$ cat config.mk
export PLATFORM = sky130hd
export DESIGN_NAME = circular_deque
export DESIGN_NICKNAME = d
export VERILOG_FILES = /design/src/sv/cdq_pkg.sv /design/src/sv/cdq_ram.sv /design/src/sv/circular_deque.sv
export SDC_FILE = /design/constraint.sdc
export NUM_CORES = 1
export LEC_CHECK = 0
export BUFFER_PORTS_ARGS = -buffer_cell sky130_fd_sc_hd__buf_2
export CORE_MARGIN = 2
export CORE_UTILIZATION = 50
export DETAILED_ROUTE_END_ITERATION = 7
export PLACE_DENSITY = 0.72
export SETUP_SLACK_MARGIN = 0.05
export SYNTH_ARGS = -nofsm -noshare
export SYNTH_HDL_FRONTEND = slang
export SYNTH_SLANG_ARGS = --single-unit
export TNS_END_PERCENT = 100
$ cat constraint.sdc
create_clock -name clk -period 5.75 [get_ports clk]
set_input_delay 1.4375 -clock clk [delete_from_list [all_inputs] [get_ports clk]]
set_output_delay 1.4375 -clock clk [all_outputs]
set_load 0.05 [all_outputs]
$ cat src/sv/cdq_pkg.sv
// Shared constants, codes and pointer helpers for the circular deque.
// No dependencies.
package cdq_pkg;

  localparam int SLOTS     = 8;
  localparam int IDX_W     = (SLOTS > 1) ? $clog2(SLOTS) : 1;
  localparam int DATA_W    = 32;
  localparam int CMD_W     = 3;
  localparam int STAT_W    = 2;
  localparam int CNT_OUT_W = 3;
  localparam int CNT_W     = (IDX_W + 1 > CNT_OUT_W) ? IDX_W + 1 : CNT_OUT_W;

  typedef logic [IDX_W-1:0] idx_t;
  typedef logic [CNT_W-1:0] cnt_t;

  typedef enum logic [CMD_W-1:0] {
    CMD_PUSH_FRONT = 3'd0,
    CMD_PUSH_REAR  = 3'd1,
    CMD_POP_FRONT  = 3'd2,
    CMD_POP_REAR   = 3'd3,
    CMD_PEEK_FRONT = 3'd4,
    CMD_PEEK_REAR  = 3'd5
  } cmd_t;

  typedef enum logic [STAT_W-1:0] {
    STAT_DONE  = 2'd0,
    STAT_FULL  = 2'd1,
    STAT_EMPTY = 2'd2
  } stat_t;

  function automatic idx_t step_up(idx_t i);
    return (i == IDX_W'(SLOTS - 1)) ? '0 : i + 1'b1;
  endfunction

  function automatic idx_t step_down(idx_t i);
    return (i == '0) ? IDX_W'(SLOTS - 1) : i - 1'b1;
  endfunction

  function automatic cnt_t count_of(idx_t h, idx_t t);
    cnt_t hh;
    cnt_t tt;
    hh = CNT_W'(h);
    tt = CNT_W'(t);
    return (t >= h) ? tt - hh : tt + CNT_W'(SLOTS) - hh;
  endfunction

endpackage

$ cat src/sv/cdq_ram.sv
// Generic simple dual-port RAM, one write and one registered read port.
// No dependencies.
module cdq_ram #(
  parameter int WIDTH = 32,
  parameter int DEPTH = 8
) (
  input  logic                                   clk,
  input  logic                                   we,
  input  logic [(DEPTH > 1 ? $clog2(DEPTH) : 1)-1:0] waddr,
  input  logic [WIDTH-1:0]                       wdata,
  input  logic                                   re,
  input  logic [(DEPTH > 1 ? $clog2(DEPTH) : 1)-1:0] raddr,
  output logic [WIDTH-1:0]                       rdata
);

  logic [WIDTH-1:0] mem [DEPTH];

  always_ff @(posedge clk) begin
    if (we) begin
      mem[waddr] <= wdata;
    end
    if (re) begin
      rdata <= mem[raddr];
    end
  end

endmodule

$ cat src/sv/circular_deque.sv
// Circular deque top level: pointer control around one ring RAM.
// Depends on cdq_pkg and cdq_ram.
// The read word is registered in the RAM, then moved to the output register.
// No new command is accepted while one is in flight or a result is stalled.
// Reset clears head, tail and handshake state; RAM contents are not cleared.
module circular_deque (
  input  logic                                clk,
  input  logic                                rst_n,
  input  logic                                in_valid,
  output logic                                in_ready,
  input  logic [cdq_pkg::CMD_W-1:0]           in_cmd,
  input  logic signed [cdq_pkg::DATA_W-1:0]   in_push_value,
  output logic                                out_valid,
  input  logic                                out_ready,
  output logic signed [cdq_pkg::DATA_W-1:0]   out_read_value,
  output logic [cdq_pkg::STAT_W-1:0]          out_status,
  output logic                                out_empty_flag,
  output logic                                out_full_flag,
  output logic [cdq_pkg::CNT_OUT_W-1:0]       out_entry_count
);
  import cdq_pkg::*;

  idx_t              head_r, head_nxt;
  idx_t              tail_r, tail_nxt;
  logic              pend_r;
  logic              rd_use_r;
  logic              out_valid_r;
  logic [DATA_W-1:0] out_read_value_r;
  stat_t             out_status_r;
  logic              out_empty_r;
  logic              out_full_r;
  logic [CNT_OUT_W-1:0] out_count_r;

  logic              acc;
  logic              empty_now, full_now;
  logic              we, re;
  idx_t              waddr, raddr;
  stat_t             stat;
  logic [DATA_W-1:0] rdata;
  cnt_t              cnt_nxt;

  assign in_ready  = !pend_r && (!out_valid_r || out_ready);
  assign acc       = in_valid && in_ready;
  assign empty_now = (head_r == tail_r);
  assign full_now  = (step_up(tail_r) == head_r);

  always_comb begin
    head_nxt = head_r;
    tail_nxt = tail_r;
    we       = 1'b0;
    re       = 1'b0;
    waddr    = head_r;
    raddr    = step_up(head_r);
    stat     = STAT_DONE;
    unique case (in_cmd)
      CMD_PUSH_FRONT: begin
        if (full_now) begin
          stat = STAT_FULL;
        end else begin
          we       = 1'b1;
          waddr    = head_r;
          head_nxt = step_down(head_r);
        end
      end
      CMD_PUSH_REAR: begin
        if (full_now) begin
          stat = STAT_FULL;
        end else begin
          we       = 1'b1;
          waddr    = step_up(tail_r);
          tail_nxt = step_up(tail_r);
        end
      end
      CMD_POP_FRONT: begin
        if (empty_now) begin
          stat = STAT_EMPTY;
        end else begin
          re       = 1'b1;
          raddr    = step_up(head_r);
          head_nxt = step_up(head_r);
        end
      end
      CMD_POP_REAR: begin
        if (empty_now) begin
          stat = STAT_EMPTY;
        end else begin
          re       = 1'b1;
          raddr    = tail_r;
          tail_nxt = step_down(tail_r);
        end
      end
      CMD_PEEK_FRONT: begin
        if (empty_now) begin
          stat = STAT_EMPTY;
        end else begin
          re    = 1'b1;
          raddr = step_up(head_r);
        end
      end
      CMD_PEEK_REAR: begin
        if (empty_now) begin
          stat = STAT_EMPTY;
        end else begin
          re    = 1'b1;
          raddr = tail_r;
        end
      end
      default: begin
      end
    endcase
  end

  assign cnt_nxt = count_of(head_nxt, tail_nxt);

  cdq_ram #(
    .WIDTH (DATA_W),
    .DEPTH (SLOTS)
  ) u_ring (
    .clk   (clk),
    .we    (acc && we),
    .waddr (waddr),
    .wdata (in_push_value),
    .re    (acc && re),
    .raddr (raddr),
    .rdata (rdata)
  );

  always_ff @(posedge clk) begin
    if (!rst_n) begin
      head_r      <= '0;
      tail_r      <= '0;
      pend_r      <= 1'b0;
      out_valid_r <= 1'b0;
    end else begin
      if (acc) begin
        head_r <= head_nxt;
        tail_r <= tail_nxt;
      end
      pend_r <= acc;
      if (pend_r) begin
        out_valid_r <= 1'b1;
      end else if (out_ready) begin
        out_valid_r <= 1'b0;
      end
    end
  end

  // result fields other than the read word are known at accept
  always_ff @(posedge clk) begin
    if (acc) begin
      rd_use_r     <= re;
      out_status_r <= stat;
      out_empty_r  <= (head_nxt == tail_nxt);
      out_full_r   <= (step_up(tail_nxt) == head_nxt);
      out_count_r  <= cnt_nxt[CNT_OUT_W-1:0];
    end
    if (pend_r) begin
      out_read_value_r <= rd_use_r ? rdata : '0;
    end
  end

  assign out_valid       = out_valid_r;
  assign out_read_value  = out_read_value_r;
  assign out_status      = out_status_r;
  assign out_empty_flag  = out_empty_r;
  assign out_full_flag   = out_full_r;
  assign out_entry_count = out_count_r;

  a_pend_to_valid: assert property (@(posedge clk) disable iff (!rst_n)
    pend_r |=> out_valid_r)
    else $error("result not presented after RAM read");

  a_no_accept_in_flight: assert property (@(posedge clk) disable iff (!rst_n)
    acc |=> (pend_r && !in_ready))
    else $error("beat accepted while previous command in flight");

  a_ptr_range: assert property (@(posedge clk) disable iff (!rst_n)
    (CNT_W'(head_r) < CNT_W'(SLOTS)) && (CNT_W'(tail_r) < CNT_W'(SLOTS)))
    else $error("pointer out of ring range");

  a_refused_holds_state: assert property (@(posedge clk) disable iff (!rst_n)
    (acc && stat != STAT_DONE) |=> ($stable(head_r) && $stable(tail_r)))
    else $error("refused command moved a pointer");

  a_refused_zero: assert property (@(posedge clk) disable iff (!rst_n)
    (out_valid_r && out_status_r != STAT_DONE) |-> (out_read_value_r == '0))
    else $error("refused command returned nonzero word");

endmodule

==> impl_summary.md <==
Power
Of the total power, registers draw 49.6%. The power density normalized to cell area is 370 nW/um2. Of the total power, the clock network draws 36.6%. The share of total power in combinational logic is 13.8%. The net switching power is 1.42 mW. The net switching fraction of the power is 25.1%.

The largest voltage drop on the vdd net is 0.265 mV. The internal power of the cells totals 4.25 mW. The analysis attributes to cell leakage a power of 5.21 nW.

Place
The final weighted congestion in routability-driven placement is 0.886. Detailed placement finished with a half-perimeter wire length of 15,400 um. The port buffer count is 79.

The standard cell area after detailed placement is 14,300 um2. The cell count after placement is 1,309.

Global routing
Global routing finished with a remaining overflow of 0. The overall global routing resource usage is 19.5%. The maximum number of pins on one net before global-route repair is 129. The via count of the first global-routing pass is 7,576. The initial antenna violation count is 3. The first-pass GRT wire length is 42,500 um.

Timing
The final clock skew is 15.5 ps. Of the available clock period, the critical path in the final layout requires 69.1%. Hold is met by 517 ps. The final critical-path required period is 3970 ps. The number of endpoints with negative hold slack in the final report is 0. The worst pin sits at a relative slew slack of 26.2%. The final-report setup violation count is 0. For the final routed database, the setup TNS stands at 0 ps.

At the pin with the least slew margin, the transition time is 1080 ps. The total count of max-transition violations in the final report was 0. Timing would allow up to 252 MHz. Setup repair after global routing left no endpoint under its margin.

Floorplanning
The die area is 28,200 um2. During I/O placement, the number of pins put on the boundary was 80. The die boundary width is 168 um. The die extent in y is 168 um.

The floorplan has 60 rows. The starting utilization of the core area is 50.5%. The placeable core area is 26,700 um2.

Clocking
The number of sinks on the clock net is 336. Buffers inserted to repair hold after CTS numbered 0. After clock tree synthesis, the clock-pin slew on the worst setup and hold paths is 60 ps. The number of H-tree levels is 2.

No sink is reached through more buffers than the 3 on the longest clock path. The setup fix buffers added after clock tree synthesis is 0. The count of cells resized by post-cts repair is 0. The number of buffers inserted during clock tree synthesis is 36. The clock root buffer master is clkbuf_16. The clock latency on the worst-skew pair is 510 ps. TritonCTS built the clock tree.

Job
Across the run, the number of max-cap violations was 0.

Yosys
Counting distinct cell types in the post-synthesis netlist gives 49. The share of synthesized flip-flops with an asynchronous set or reset is 0%. The cell count after synthesis is 925. By count the netlist is led by edfxtp_1 (328), nand2_1 (172), a21oi_1 (72). For this run, the number of Yosys warnings is 0. Each instance of the synthesized netlist takes up on average 14.5 um2.

By area the synthesized netlist is led by edfxtp_1 (73%), nand2_1 (4.8%), a21oi_1 (2.7%). The cell with the most instances after synthesis is edfxtp_1. The synthesized netlist occupies a cell area of 13,500 um2. The largest area contributor in the synthesized netlist is edfxtp_1. The sequential fraction of the synthesis area is 74.4%. After synthesis, the largest area contributor takes up 73.2% of total cell area. Counting flops with a built-in enable in the synthesized netlist gives 328.

The number of flip-flops and latches in the synthesized netlist is 336. The predominant post-synthesis flop cell is edfxtp_1. The post-synthesis net count is 977.

Drt
The number of vias after detailed routing is 7,841. The aggregate routed wire length is 27,600 um. The first detailed-routing pass took 5 iterations.

The antenna violation net count after detailed routing is 0. Dividing the detail-routed via count by the number of cells gives 5.72. The detailed router finished its first iteration with 725 violations. The per-cell routed wire length is 20.1 um. The DRC violations left is 0.

Setup path
By startpoint and endpoint, the worst setup path is classified as in2reg. The kind of cell adding the most delay to the critical path is compound AO/OA/AOI/OAI gates. For the worst flop-to-flop path, the logic depth is 8.

The number of buffers and inverters on the critical path is 2. In this run the worst path has a maximum fanout of 34. The critical path startpoint is in_cmd[1]. The end point of the critical path is u_ring.rdata[4]. Among all stages on the critical path, the largest delay is contributed by mux2i_4.

The instance count on the critical path is 8. In this run the critical register-to-register path is captured at u_ring.mem[4][17]. On the worst path, the slowest cell contributes a delay of 970 ps. The worst setup path is captured at a flop. Setup slack on the worst reg-to-reg path comes out at 1810 ps. STA classifies the critical path startpoint as an input port. The worst reg2reg path startpoint is tail_r[0]. The data arrival time of the critical path is 4350 ps.

The critical path goes through buf_2 > xnor2_1 > a311o_1 > mux2i_4 > buf_12 > a21oi_1 > a221oi_1 > a31o_1. The required time of the worst setup path is 6130 ps.

Final layout
Once layout is done, the placed cells without fillers occupy 15,300 um2. The sequential cells in the finished layout cover a total of 10,000 um2. The share of the core filled with cells in the final layout is 57.6%. The layout cell share with drive strength beyond 1 is 15.6%. The final standard cell count with taps included and fillers excluded is 1,372. Fill cells in the final layout number 2,074. The signed area change from the synthesized netlist to the final layout is 14.0%. Summing all multi-input logic gate instances after layout gives 3200 um2.

The final layout contains 1,058 nets.

Status
The flow ran to the end, and the final reports show no timing, DRC or antenna violations.

Hold path
The path type of the worst min-delay path is reg2reg.
## worst reg2reg max path, delay by kind of cell, from the launching register on
family        cells  cell delay, ps
simple gates      4            1900
flops             1             630
buf+inv           2             490
fa+ha+maj         1             400
xor+xnor          1             210
## metrics by stage
| stage | setup WS [ps] | power, mW |
|---|---|---|
| floorplan | 294 | 3.44 |
| global placement | 1350 | 3.63 |
| detailed placement | 1300 | 3.65 |
| CTS | 1810 | 5.71 |
| global route | 1550 | 5.89 |
| finish | 1780 | 5.68 |
## cells by family (layout without fill, tap and decap cells)
group | count (synthesis) | after routing | share of synthesized area, %
other | 0 | 2 | 0
AO/OA/AOI/OAI | 168 | 168 | 8.70
XOR/XNOR | 14 | 14 | 0.911
multiplexers | 36 | 36 | 2.74
AND/OR/NAND/NOR | 288 | 288 | 9.41
flip-flops | 336 | 336 | 74.4
buffers and inverters | 70 | 174 | 2.58
adder cells (fa/ha/maj) | 13 | 13 | 1.26
## worst min path at each step
stage | cells after the start | endpoint | slack [ps] | start
after floorplan | 1 | out_read_value[15] | 500 | u_ring.rdata[15]
after global placement | 1 | out_read_value[15] | 500 | u_ring.rdata[15]
after detailed placement | 1 | out_read_value[15] | 510 | u_ring.rdata[15]
after CTS | 1 | out_read_value[15] | 520 | u_ring.rdata[15]
after global routing | 1 | out_read_value[8] | 540 | u_ring.rdata[8]
final | 1 | out_read_value[15] | 520 | u_ring.rdata[15]
## cell usage in the layout, fill, tap and decap left out, types with 3 or more instances in the layout
master | netlist | routed
a31o_2 | 4 | 4
a31o_1 | 28 | 28
nand2_1 | 172 | 172
mux2i_1 | 34 | 33
edfxtp_1 | 328 | 328
nand3_1 | 34 | 34
buf_2 | 26 | 79
nor4_1 | 3 | 3
clkbuf_1 | 22 | 12
o21ai_0 | 3 | 3
a21oi_1 | 72 | 71
nor3_1 | 5 | 4
buf_12 | 0 | 5
buf_4 | 0 | 14
inv_1 | 15 | 15
dfxtp_1 | 8 | 7
a211oi_1 | 8 | 8
clkbuf_16 | 0 | 36
clkinv_1 | 0 | 7
nor2_1 | 25 | 17
xnor2_1 | 9 | 9
nand2b_1 | 4 | 4
xor2_1 | 5 | 5
a221oi_1 | 34 | 34
nor2_4 | 0 | 8
ha_1 | 12 | 12
and2_1 | 33 | 33
## final cells by class
| type | instances | share of cell area, % |
|---|---|---|
| antenna | 2 | 0.0326 |
| multi-input combinational | 519 | 20.8 |
| tap | 341 | 2.78 |
| clock inverter | 13 | 0.652 |
| inverter | 15 | 0.367 |
| timing repair buffer | 98 | 3.91 |
| sequential | 336 | 65.3 |
| clock buffer | 48 | 6.17 |
## routing by layer
metal  vias up  GRT usage, %  part of all wire (%)
li1       3648             -                     -
met1      3890          26.3                    44
met2       248          32.3                    49
met3        53          3.46                   5.2
met4         2          6.37                   2.4
met5         -             0                 0.040
## power by group through the flow
stage | logic [mW] | clock network [mW] | registers, mW
finish | 0.785 | 2.08 | 2.81
global route | 0.859 | 2.21 | 2.82
CTS | 0.789 | 2.11 | 2.81
detailed placement | 0.784 | 0 | 2.87
global placement | 0.767 | 0 | 2.86
floorplan | 0.516 | 0 | 2.93
## registers in the layout, indices dropped and copies added (netlist names), 2 cells and up
name / flops
tail_r: 3
u_ring.mem: 256
u_ring.rdata: 32
out_entry_count: 3
head_r: 3
out_read_value: 32
out_status: 2
(Power assumes the default switching activity.)
